===== config.mk =====
export PLATFORM = sky130hd
export DESIGN_NAME = wildcard_byte_pattern_scanner
export DESIGN_NICKNAME = d
export VERILOG_FILES = /design/src/sv/wbps_pkg.sv /design/src/sv/wildcard_byte_pattern_scanner.sv /design/src/sv/wbps_match_cells.sv
export SDC_FILE = /design/constraint.sdc
export NUM_CORES = 2
export LEC_CHECK = 0
export BUFFER_PORTS_ARGS = -buffer_cell sky130_fd_sc_hd__buf_2
export CAP_MARGIN = 20
export CORE_ASPECT_RATIO = 1.25
export CORE_MARGIN = 5
export CORE_UTILIZATION = 50
export DETAILED_ROUTE_END_ITERATION = 8
export PLACE_DENSITY = 0.65
export SYNTH_ARGS = -nofsm -noshare
export SYNTH_HDL_FRONTEND = slang
export SYNTH_SLANG_ARGS = --single-unit

===== constraint.sdc =====
create_clock -name clock -period 6.5 [get_ports clock]
set_input_delay 1.3 -clock clock [delete_from_list [all_inputs] [get_ports clock]]
set_output_delay 1.3 -clock clock [all_outputs]
set_load 0.01 [all_outputs]

===== src/sv/wbps_pkg.sv =====
// Shared types, codes and character helpers for the wildcard byte pattern scanner.
package wbps_pkg;

   localparam int MAX_PATTERN_DEF = 128;
   localparam int OFFSET_BITS_DEF = 32;

   localparam int CMD_W          = 2;
   localparam int STATUS_W       = 3;
   localparam int MATCH_OFFSET_W = 32;

   localparam logic [CMD_W-1:0] CMD_CLEAR = 2'd0;
   localparam logic [CMD_W-1:0] CMD_TEXT  = 2'd1;
   localparam logic [CMD_W-1:0] CMD_SCAN  = 2'd2;

   localparam logic [STATUS_W-1:0] ST_ACCEPTED = 3'd0;
   localparam logic [STATUS_W-1:0] ST_READY    = 3'd1;
   localparam logic [STATUS_W-1:0] ST_MATCH    = 3'd2;
   localparam logic [STATUS_W-1:0] ST_NOMATCH  = 3'd3;
   localparam logic [STATUS_W-1:0] ST_SINGLE   = 3'd4;
   localparam logic [STATUS_W-1:0] ST_BADHEX   = 3'd5;
   localparam logic [STATUS_W-1:0] ST_TOOLONG  = 3'd6;
   localparam logic [STATUS_W-1:0] ST_REJECTED = 3'd7;

   localparam logic [7:0] CH_NUL      = 8'h00;
   localparam logic [7:0] CH_SPACE    = 8'h20;
   localparam logic [7:0] CH_QMARK    = 8'h3F;
   localparam logic [7:0] CH_DIGIT_0  = 8'h30;
   localparam logic [7:0] CH_DIGIT_9  = 8'h39;
   localparam logic [7:0] CH_UPPER_A  = 8'h41;
   localparam logic [7:0] CH_UPPER_F  = 8'h46;
   localparam logic [7:0] CH_LOWER_A  = 8'h61;
   localparam logic [7:0] CH_LOWER_Z  = 8'h7A;
   localparam logic [7:0] CASE_GAP    = 8'd32;
   localparam logic [7:0] DIGIT_BASE  = 8'd48;
   localparam logic [7:0] LETTER_BASE = 8'd55;

   typedef struct packed {
      logic clear;
      logic write;
      logic shift;
   } cell_ctl_type;

   function automatic logic [7:0] upper_of(input logic [7:0] c);
      if (c >= CH_LOWER_A && c <= CH_LOWER_Z) begin
         return c - CASE_GAP;
      end
      return c;
   endfunction

   function automatic logic is_hex(input logic [7:0] c);
      logic [7:0] u;
      u = upper_of(c);
      return (u >= CH_DIGIT_0 && u <= CH_DIGIT_9) || (u >= CH_UPPER_A && u <= CH_UPPER_F);
   endfunction

   function automatic logic [3:0] hex_value(input logic [7:0] c);
      logic [7:0] u;
      logic [7:0] d;
      u = upper_of(c);
      if (u >= CH_DIGIT_0 && u <= CH_DIGIT_9) begin
         d = u - DIGIT_BASE;
      end else begin
         d = u - LETTER_BASE;
      end
      return d[3:0];
   endfunction

endpackage


===== src/sv/wildcard_byte_pattern_scanner.sv =====
// Top level of the wildcard byte pattern scanner: text parser, scan control and result register.
//
//   channel  direction  handshake              payload
//   req      in         req_valid / req_stall  command, text_char, scan_byte, last_byte
//   rsp      out        rsp_valid / rsp_stall  status, match_offset
//
// One word per cycle sustained while rsp_stall is low; a taken word passes the input register,
// then the result register, before its result leaves. The cycle is set by the per-element byte
// compare across all pattern cells and the select at the pattern length.
// Synchronous reset clears flags, length, held digit, offset and the prefix-match bits;
// pattern storage is not cleared. rsp_stall holds the result register and backs up
// into req_stall in the same cycle when the input register is full.
module wildcard_byte_pattern_scanner #(
   parameter int MAX_PATTERN = wbps_pkg::MAX_PATTERN_DEF,
   parameter int OFFSET_BITS = wbps_pkg::OFFSET_BITS_DEF
) (
   input  logic                                clock,
   input  logic                                reset,
   input  logic                                req_valid,
   output logic                                req_stall,
   input  logic [wbps_pkg::CMD_W-1:0]          req_command,
   input  logic [7:0]                          req_text_char,
   input  logic [7:0]                          req_scan_byte,
   input  logic                                req_last_byte,
   output logic                                rsp_valid,
   input  logic                                rsp_stall,
   output logic [wbps_pkg::STATUS_W-1:0]       rsp_status,
   output logic [wbps_pkg::MATCH_OFFSET_W-1:0] rsp_match_offset
);
   import wbps_pkg::*;

   localparam int IDX_W  = $clog2(MAX_PATTERN);
   localparam int LEN_W  = $clog2(MAX_PATTERN + 1);
   localparam int WIDE_A = (OFFSET_BITS > LEN_W) ? OFFSET_BITS : LEN_W;
   localparam int WIDE_W = (WIDE_A > MATCH_OFFSET_W) ? WIDE_A : MATCH_OFFSET_W;

   logic             in_valid_ff;
   logic [CMD_W-1:0] in_command_ff;
   logic [7:0]       in_text_ff;
   logic [7:0]       in_byte_ff;
   logic             in_last_ff;

   logic                  rsp_valid_ff;
   logic [STATUS_W-1:0]   rsp_status_ff;
   logic [MATCH_OFFSET_W-1:0] rsp_offset_ff;

   logic [LEN_W-1:0]       length_ff, length_in;
   logic                   held_valid_ff, held_valid_in;
   logic [7:0]             held_char_ff, held_char_in;
   logic                   ready_ff, ready_in;
   logic                   error_ff, error_in;
   logic                   over_ff, over_in;
   logic [OFFSET_BITS-1:0] offset_ff, offset_in;

   logic                   exec;
   logic                   take;
   logic [STATUS_W-1:0]    status_in;
   logic [WIDE_W-1:0]      where;
   cell_ctl_type           cell_ctl;
   logic                   do_append;
   logic [7:0]             app_value;
   logic                   app_wild;
   logic                   cell_hit;

   logic                   room;
   logic [LEN_W-1:0]       append_len;
   logic                   too_long;
   logic [OFFSET_BITS-1:0] count;
   logic [WIDE_W-1:0]      count_w;
   logic [WIDE_W-1:0]      len_w;
   logic                   len_zero;
   logic                   scan_hit;
   logic [WIDE_W-1:0]      hit_where;
   logic                   pair_single;
   logic                   pair_bad;
   logic [7:0]             pair_value;

   assign exec      = in_valid_ff && (!rsp_valid_ff || !rsp_stall);
   assign req_stall = in_valid_ff && !exec;
   assign take      = req_valid && !req_stall;

   always_ff @(posedge clock) begin
      if (reset) begin
         in_valid_ff <= 1'b0;
      end else if (take) begin
         in_valid_ff <= 1'b1;
      end else if (exec) begin
         in_valid_ff <= 1'b0;
      end
   end

   always_ff @(posedge clock) begin
      if (take) begin
         in_command_ff <= req_command;
         in_text_ff    <= req_text_char;
         in_byte_ff    <= req_scan_byte;
         in_last_ff    <= req_last_byte;
      end
   end

   assign room       = length_ff < LEN_W'(MAX_PATTERN);
   assign append_len = room ? length_ff + LEN_W'(1) : length_ff;
   assign too_long   = append_len >= LEN_W'(MAX_PATTERN);

   assign pair_single = (in_text_ff == CH_NUL) || (in_text_ff == CH_QMARK)
                        || (in_text_ff == CH_SPACE);
   assign pair_bad    = !is_hex(held_char_ff) || !is_hex(in_text_ff);
   assign pair_value  = {hex_value(held_char_ff), hex_value(in_text_ff)};

   assign count     = (offset_ff != '1) ? offset_ff + OFFSET_BITS'(1) : offset_ff;
   assign count_w   = WIDE_W'(count);
   assign len_w     = WIDE_W'(length_ff);
   assign len_zero  = (length_ff == '0);
   assign scan_hit  = len_zero || ((count_w >= len_w) && cell_hit);
   assign hit_where = len_zero ? WIDE_W'(offset_ff) : count_w - len_w;

   always_comb begin
      status_in     = ST_REJECTED;
      where         = '0;
      length_in     = length_ff;
      held_valid_in = held_valid_ff;
      held_char_in  = held_char_ff;
      ready_in      = ready_ff;
      error_in      = error_ff;
      over_in       = over_ff;
      offset_in     = offset_ff;
      cell_ctl      = '0;
      do_append     = 1'b0;
      app_value     = '0;
      app_wild      = 1'b0;
      unique case (in_command_ff)
         CMD_CLEAR: begin
            length_in     = '0;
            held_valid_in = 1'b0;
            held_char_in  = '0;
            ready_in      = 1'b0;
            error_in      = 1'b0;
            over_in       = 1'b0;
            offset_in     = '0;
            cell_ctl.clear = 1'b1;
            status_in     = ST_ACCEPTED;
         end
         CMD_TEXT: begin
            if (!ready_ff && !error_ff) begin
               if (held_valid_ff) begin
                  held_valid_in = 1'b0;
                  held_char_in  = '0;
                  if (pair_single) begin
                     error_in  = 1'b1;
                     status_in = ST_SINGLE;
                  end else if (pair_bad) begin
                     error_in  = 1'b1;
                     status_in = ST_BADHEX;
                  end else begin
                     do_append = 1'b1;
                     app_value = pair_value;
                  end
               end else if (in_text_ff == CH_SPACE) begin
                  status_in = ST_ACCEPTED;
               end else if (in_text_ff == CH_NUL) begin
                  ready_in  = 1'b1;
                  status_in = ST_READY;
               end else if (in_text_ff == CH_QMARK) begin
                  do_append = 1'b1;
                  app_wild  = 1'b1;
               end else begin
                  held_valid_in = 1'b1;
                  held_char_in  = in_text_ff;
                  status_in     = ST_ACCEPTED;
               end
            end
         end
         CMD_SCAN: begin
            if (ready_ff && !error_ff && !over_ff) begin
               cell_ctl.shift = 1'b1;
               offset_in      = count;
               if (scan_hit) begin
                  over_in   = 1'b1;
                  status_in = ST_MATCH;
                  where     = hit_where;
               end else if (in_last_ff) begin
                  over_in   = 1'b1;
                  status_in = ST_NOMATCH;
               end else begin
                  status_in = ST_ACCEPTED;
               end
            end
         end
         default: begin
            status_in = ST_REJECTED;
         end
      endcase
      if (do_append) begin
         cell_ctl.write = room;
         length_in      = append_len;
         if (too_long) begin
            error_in  = 1'b1;
            status_in = ST_TOOLONG;
         end else begin
            status_in = ST_ACCEPTED;
         end
      end
      if (!exec) begin
         cell_ctl = '0;
      end
   end

   wbps_match_cells #(
      .MAX_PATTERN(MAX_PATTERN)
   ) u_cells (
      .clock     (clock),
      .reset     (reset),
      .ctl       (cell_ctl),
      .wr_index  (IDX_W'(length_ff)),
      .wr_value  (app_value),
      .wr_wild   (app_wild),
      .scan_byte (in_byte_ff),
      .sel_index (IDX_W'(length_ff - LEN_W'(1))),
      .hit       (cell_hit)
   );

   always_ff @(posedge clock) begin
      if (reset) begin
         length_ff     <= '0;
         held_valid_ff <= 1'b0;
         held_char_ff  <= '0;
         ready_ff      <= 1'b0;
         error_ff      <= 1'b0;
         over_ff       <= 1'b0;
         offset_ff     <= '0;
      end else if (exec) begin
         length_ff     <= length_in;
         held_valid_ff <= held_valid_in;
         held_char_ff  <= held_char_in;
         ready_ff      <= ready_in;
         error_ff      <= error_in;
         over_ff       <= over_in;
         offset_ff     <= offset_in;
      end
   end

   always_ff @(posedge clock) begin
      if (reset) begin
         rsp_valid_ff <= 1'b0;
      end else if (exec) begin
         rsp_valid_ff <= 1'b1;
      end else if (!rsp_stall) begin
         rsp_valid_ff <= 1'b0;
      end
   end

   always_ff @(posedge clock) begin
      if (exec) begin
         rsp_status_ff <= status_in;
         rsp_offset_ff <= where[MATCH_OFFSET_W-1:0];
      end
   end

   assign rsp_valid        = rsp_valid_ff;
   assign rsp_status       = rsp_status_ff;
   assign rsp_match_offset = rsp_offset_ff;

   assert property (@(posedge clock) disable iff (reset) exec |=> rsp_valid)
      else $error("executed word produced no result");

   assert property (@(posedge clock) disable iff (reset)
      rsp_valid && (rsp_status == ST_MATCH) |-> over_ff)
      else $error("match reported without scan over");

   assert property (@(posedge clock) disable iff (reset)
      rsp_valid && (rsp_match_offset != '0) |-> (rsp_status == ST_MATCH))
      else $error("nonzero offset on a non-match result");

   assert property (@(posedge clock) disable iff (reset) !(ready_ff && error_ff))
      else $error("pattern both ready and in error");

   assert property (@(posedge clock) disable iff (reset) over_ff |-> ready_ff)
      else $error("scan over without a ready pattern");

endmodule


===== src/sv/wbps_match_cells.sv =====
// Pattern element cells with a running prefix-match bit per element.
module wbps_match_cells #(
   parameter int MAX_PATTERN = wbps_pkg::MAX_PATTERN_DEF
) (
   input  logic                           clock,
   input  logic                           reset,
   input  wbps_pkg::cell_ctl_type         ctl,
   input  logic [$clog2(MAX_PATTERN)-1:0] wr_index,
   input  logic [7:0]                     wr_value,
   input  logic                           wr_wild,
   input  logic [7:0]                     scan_byte,
   input  logic [$clog2(MAX_PATTERN)-1:0] sel_index,
   output logic                           hit
);
   import wbps_pkg::*;

   logic [7:0]             pat_ff [MAX_PATTERN];
   logic [MAX_PATTERN-1:0] wild_ff;
   logic [MAX_PATTERN-1:0] eq;
   logic [MAX_PATTERN-1:0] prefix_ff;
   logic [MAX_PATTERN-1:0] prefix_in;

   always_ff @(posedge clock) begin
      if (ctl.write) begin
         pat_ff[wr_index]  <= wr_value;
         wild_ff[wr_index] <= wr_wild;
      end
   end

   always_comb begin
      for (int j = 0; j < MAX_PATTERN; j++) begin
         eq[j] = wild_ff[j] || (pat_ff[j] == scan_byte);
      end
   end

   // element j matches when the byte fits and elements below matched one byte earlier
   assign prefix_in = eq & {prefix_ff[MAX_PATTERN-2:0], 1'b1};
   assign hit       = prefix_in[sel_index];

   always_ff @(posedge clock) begin
      if (reset || ctl.clear) begin
         prefix_ff <= '0;
      end else if (ctl.shift) begin
         prefix_ff <= prefix_in;
      end
   end

endmodule

==> run_results.csv <==
group,metric,value,unit
sta,slew_viol_final,0,
floorplan,coreArea,120000,um2
sta,fin_crit,5560,ps
worst_setup_path,critical_path.n_buffers_inverters,2,
floorplan,initial_core_utilization,50.4,%
drt,via_per_inst,5.81,
worst_setup_path,rr_worst_depth,18,
logic_synthesis,synth_most_common_cell,"edfxtp_1",
logic_synthesis,synthFlopType,"edfxtp_1",
global_routing,grt-ovfl-total,0,
logic_synthesis,synth-edff-count,1206,
clock_network,maximum_buffer_depth_of_the_clock_tree,3,
worst_setup_path,startpoint_type,"flop",
worst_setup_path,cpMaxStageDelayCell,"nor2_1",
logic_synthesis,netlist_top_cells_count,"1206 x edfxtp_1, 753 x xor2_1, 430 x nor2_1, 345 x xnor2_1, 259 x a21oi_1",
clock_network,number_of_cells_upsized_or_downsized_after_cts,0,
drt,detailedRoute.firstPassIterationCount,5,
run,max-cap-violations,0,
clock_network,cts_hold_buf,0,
worst_setup_path,cp_delay_by_family_top,"simple AND/OR/NAND/NOR gates",
global_routing,grt_pass1_wl,232000,um
logic_synthesis,synth_top_family_by_area,"XOR/XNOR gates",
clock_network,numCtsBuffers,137,
worst_setup_path,critical_path.max_stage_delay,600,ps
layout,antenna-diode-count,0,
worst_setup_path,wp_depth,18,
placed_design,globalplace.congestion,0.902,
worst_setup_path,critical_path_arrival,6060,ps
layout,layout-drive-gt1-share,9.15,%
drt,number_of_remaining_drc_errors,0,
floorplan,num_rows,142,
floorplan,dieWidth,321,um
logic_synthesis,post_synth_inst_count,4513,
worst_setup_path,reg2reg_start,"offset_ff[3]",
drt,wirelength,156000,um
worst_setup_path,path_max_fanout,32,
global_routing,grt_pass1_vias,36100,
min_path,holdPathStages,2,
logic_synthesis,yosysWarnings,0,
sta,setup_total_negative_slack,0,ps
min_path,holdCritStartpoint,"u_cells.prefix_ff[121]",
global_routing,total_routing_resource_utilization_after_global_routing,24.1,%
worst_setup_path,cp_data_required_time,7000,ps
placed_design,placed_cells_incl_taps,6039,
logic_synthesis,synthesized_flop_and_latch_total,1387,
logic_synthesis,synthXorXnorAreaFrac,15.9,%
drt,via_count,36600,
sta,max_freq,180,MHz
logic_synthesis,async_reset_ff_share,0,%
sta,grt_setup_unrepaired,"false",
sta,relSlewSlack,29.3,%
logic_synthesis,synth_area_leaders,"edfxtp_1 60%, xor2_1 11%, dfxtp_1 6.0%",
placed_design,post-dp-hpwl,89400,um
logic_synthesis,synth-simple-area-share,9.80,%
clock_network,clock_insertion_delay_worst_skew,760,ps
worst_setup_path,crit_end_element,"flop",
floorplan,design.die.area,128000,um2
clock_network,cts_tree,"yes",
clock_network,cts.clk_slew.worst_paths,60,ps
layout,nFillCells,9585,
status,outcome,"finished, final reports clean",
logic_synthesis,synthDominantCellAreaShare,59.9,%
logic_synthesis,synth-compound-area-share,5.25,%
layout,layout.nets,4641,
worst_setup_path,startpoint,"offset_ff[3]",
power_and_ir_drop,cellLeakagePower,20.3,nW
clock_network,ctsHtreeMaxLevel,4,
sta,final.period_utilization,85.5,%
logic_synthesis,synth.mux.area_fraction,0.391,%
global_routing,grt_antenna_before_repair,0,
layout,area_growth_syn_to_layout,11.5,%
clock_network,cts_setup_buffers,0,
logic_synthesis,syn-num-nets,4560,
power_and_ir_drop,power_per_cell_area,268,nW/um2
worst_setup_path,regToRegSetupSlack,940,ps
sta,report.final.setup_viol,0,
logic_synthesis,post_synth_num_cell_types,85,
clock_network,clkSinkCount,1387,
drt,drt_iter0_drc,3357,
drt,antenna_violating_nets_post_route,0,
global_routing,maximum_number_of_pins_on_one_net_before_global_route_repair,129,
drt,final_routed_wire_length_divided_by_cell_count,24.7,um
logic_synthesis,synthesis.area_per_instance,13.4,um2
worst_setup_path,critPathKind,"flop to flop",
worst_setup_path,timing.critical_path.cells,"nand4_1 -> nor2_1 -> nand3_1 -> xnor2_1 -> ha_1 -> inv_1 -> fa_1 -> a21o_1 -> a21oi_1 -> o21ai_0 -> a21oi_1 -> a21boi_1 -> nand3_2 -> nor4_4 -> a21oi_2 -> o31ai_4 -> buf_12 -> nor2_1",
worst_setup_path,r2r_end,"rsp_match_offset[3]",
sta,worst_pin_slew,1060,ps
logic_synthesis,post_synth_fa_ha_maj_area_fraction,0.509,%
logic_synthesis,synthDominantAreaCellType,"edfxtp_1",
min_path,timing.hold.worst_endpoint,"u_cells.prefix_ff[121]",
sta,timing_hold_violations_final,0,
floorplan,chip_height,399,um
placed_design,port-buffer-count,59,
sta,clock-skew-final,25.8,ps
floorplan,io_pins,60,
clock_network,ctsRootBufferMaster,"clkbuf_16",
power_and_ir_drop,ir_worst_vdd,0.259,mV
logic_synthesis,syn_area,60400,um2
logic_synthesis,synth_seq_area_share,65.9,%
min_path,worstHoldPathType,"flop to flop",
layout,final-instance-count-excl-fill,6292,
## how the worst max path moves through the flow
stage	endpoint	slack, ps
finish	rsp_match_offset[3]	940
global route	rsp_match_offset[3]	500
CTS	rsp_match_offset[3]	1010
detailed placement	rsp_match_offset[3]	1060
global placement	rsp_match_offset[16]	1100
floorplan	u_cells.pat_ff[0][0]	790
## layer usage
| metal | share of wire (%) | global-route usage [%] | vias up |
|---|---|---|---|
| met2 | 48 | 40.2 | 1307 |
| li1 | - | - | 16500 |
| met1 | 42 | 32.5 | 18500 |
| met4 | 3.4 | 8.23 | 0 |
| met5 | 0 | 0 | - |
| met3 | 6.3 | 3.54 | 288 |
## worst reg2reg max path: stages, from the launching register on
cell and delay, ps:
dfxtp_1 460, nand4_1 420, nor2_1 600, nand3_1 430, xnor2_1 300, ha_1 210, inv_1 60, fa_1 400
a21o_1 180, a21oi_1 240, o21ai_0 140, a21oi_1 380, a21boi_1 330, nand3_2 220, nor4_4 410, a21oi_2 110
o31ai_4 80, buf_12 230, nor2_1 100
## final cells by class
cell class	count	area (um2)	share of cell area, %
Sequential cell	1387	39800	59.1
Multi-Input combinational cell	2843	19400	28.8
Clock buffer	203	3990	5.93
Tap cell	1584	1980	2.94
Timing Repair Buffer	182	1610	2.39
Clock inverter	50	427	0.633
Inverter	43	164	0.243
## cells in the final DEF (no fill, tap or decap), drive strengths merged, types with 9 or more instances in the layout
cell type  instances
a211oi            18
a21oi            260
a22oi             26
a311oi             9
a31oi             12
a41o              18
and3              13
buf              182
clkbuf           203
clkinv            38
dfxtp            181
edfxtp          1206
ha                23
inv               47
mux2i             18
nand2            189
nand3             74
nand3b            51
nand4             89
nor2             430
nor2b             25
nor3              49
nor3b             18
nor4             196
o21ai             85
o22ai             10
or3               19
xnor2            345
xor2             753
## registers in the layout (all words and copies together) (netlist names)
| name | flops |
|---|---|
| in_text_ff | 8 |
| over_ff | 1 |
| u_cells.prefix_ff | 127 |
| offset_ff | 32 |
| in_byte_ff | 8 |
| error_ff | 1 |
| u_cells.pat_ff | 1024 |
| u_cells.wild_ff | 128 |
| held_valid_ff | 1 |
| in_valid_ff | 1 |
| in_command_ff | 2 |
| rsp_match_offset | 32 |
| ready_ff | 1 |
| in_last_ff | 1 |
| held_char_ff | 8 |
| rsp_valid | 1 |
| rsp_status | 3 |
| length_ff | 8 |
## stage by stage
| stage | power [mW] | hold WS [ps] | util (%) | instance area, um2 | worst slack (ps) |
|---|---|---|---|---|---|
| after floorplan | 10.2 | 427 | - | 60400 | 793 |
| after CTS | 18.2 | 451 | 56.2 | 67400 | 1010 |
| after global routing | 18.6 | 460 | 56.2 | 67400 | 496 |
| final | 18.1 | 451 | 56.2 | 67400 | 944 |
| after detailed placement | 10.5 | 443 | 52.5 | 63000 | 1060 |
| after global placement | 10.5 | 437 | 52.5 | 62900 | 1100 |
## logic make-up (layout without fill, tap and decap cells)
kind of cell / Yosys count / in the layout
fa+ha+maj: 24 / 24
xor+xnor: 1098 / 1098
buf+inv: 283 / 478
compound gates: 517 / 517
simple gates: 1183 / 1183
flops: 1387 / 1387
mux: 21 / 21
## where the power goes
part           switching, mW  total, mW  internal, mW  leakage [nW]
clock                   3.31       7.79          4.47          2.16
sequential            0.0270       9.58          9.55          11.5
combinational          0.452      0.709         0.257          6.69
total                   3.79       18.1          14.3          20.3
(Power assumes the default switching activity.)
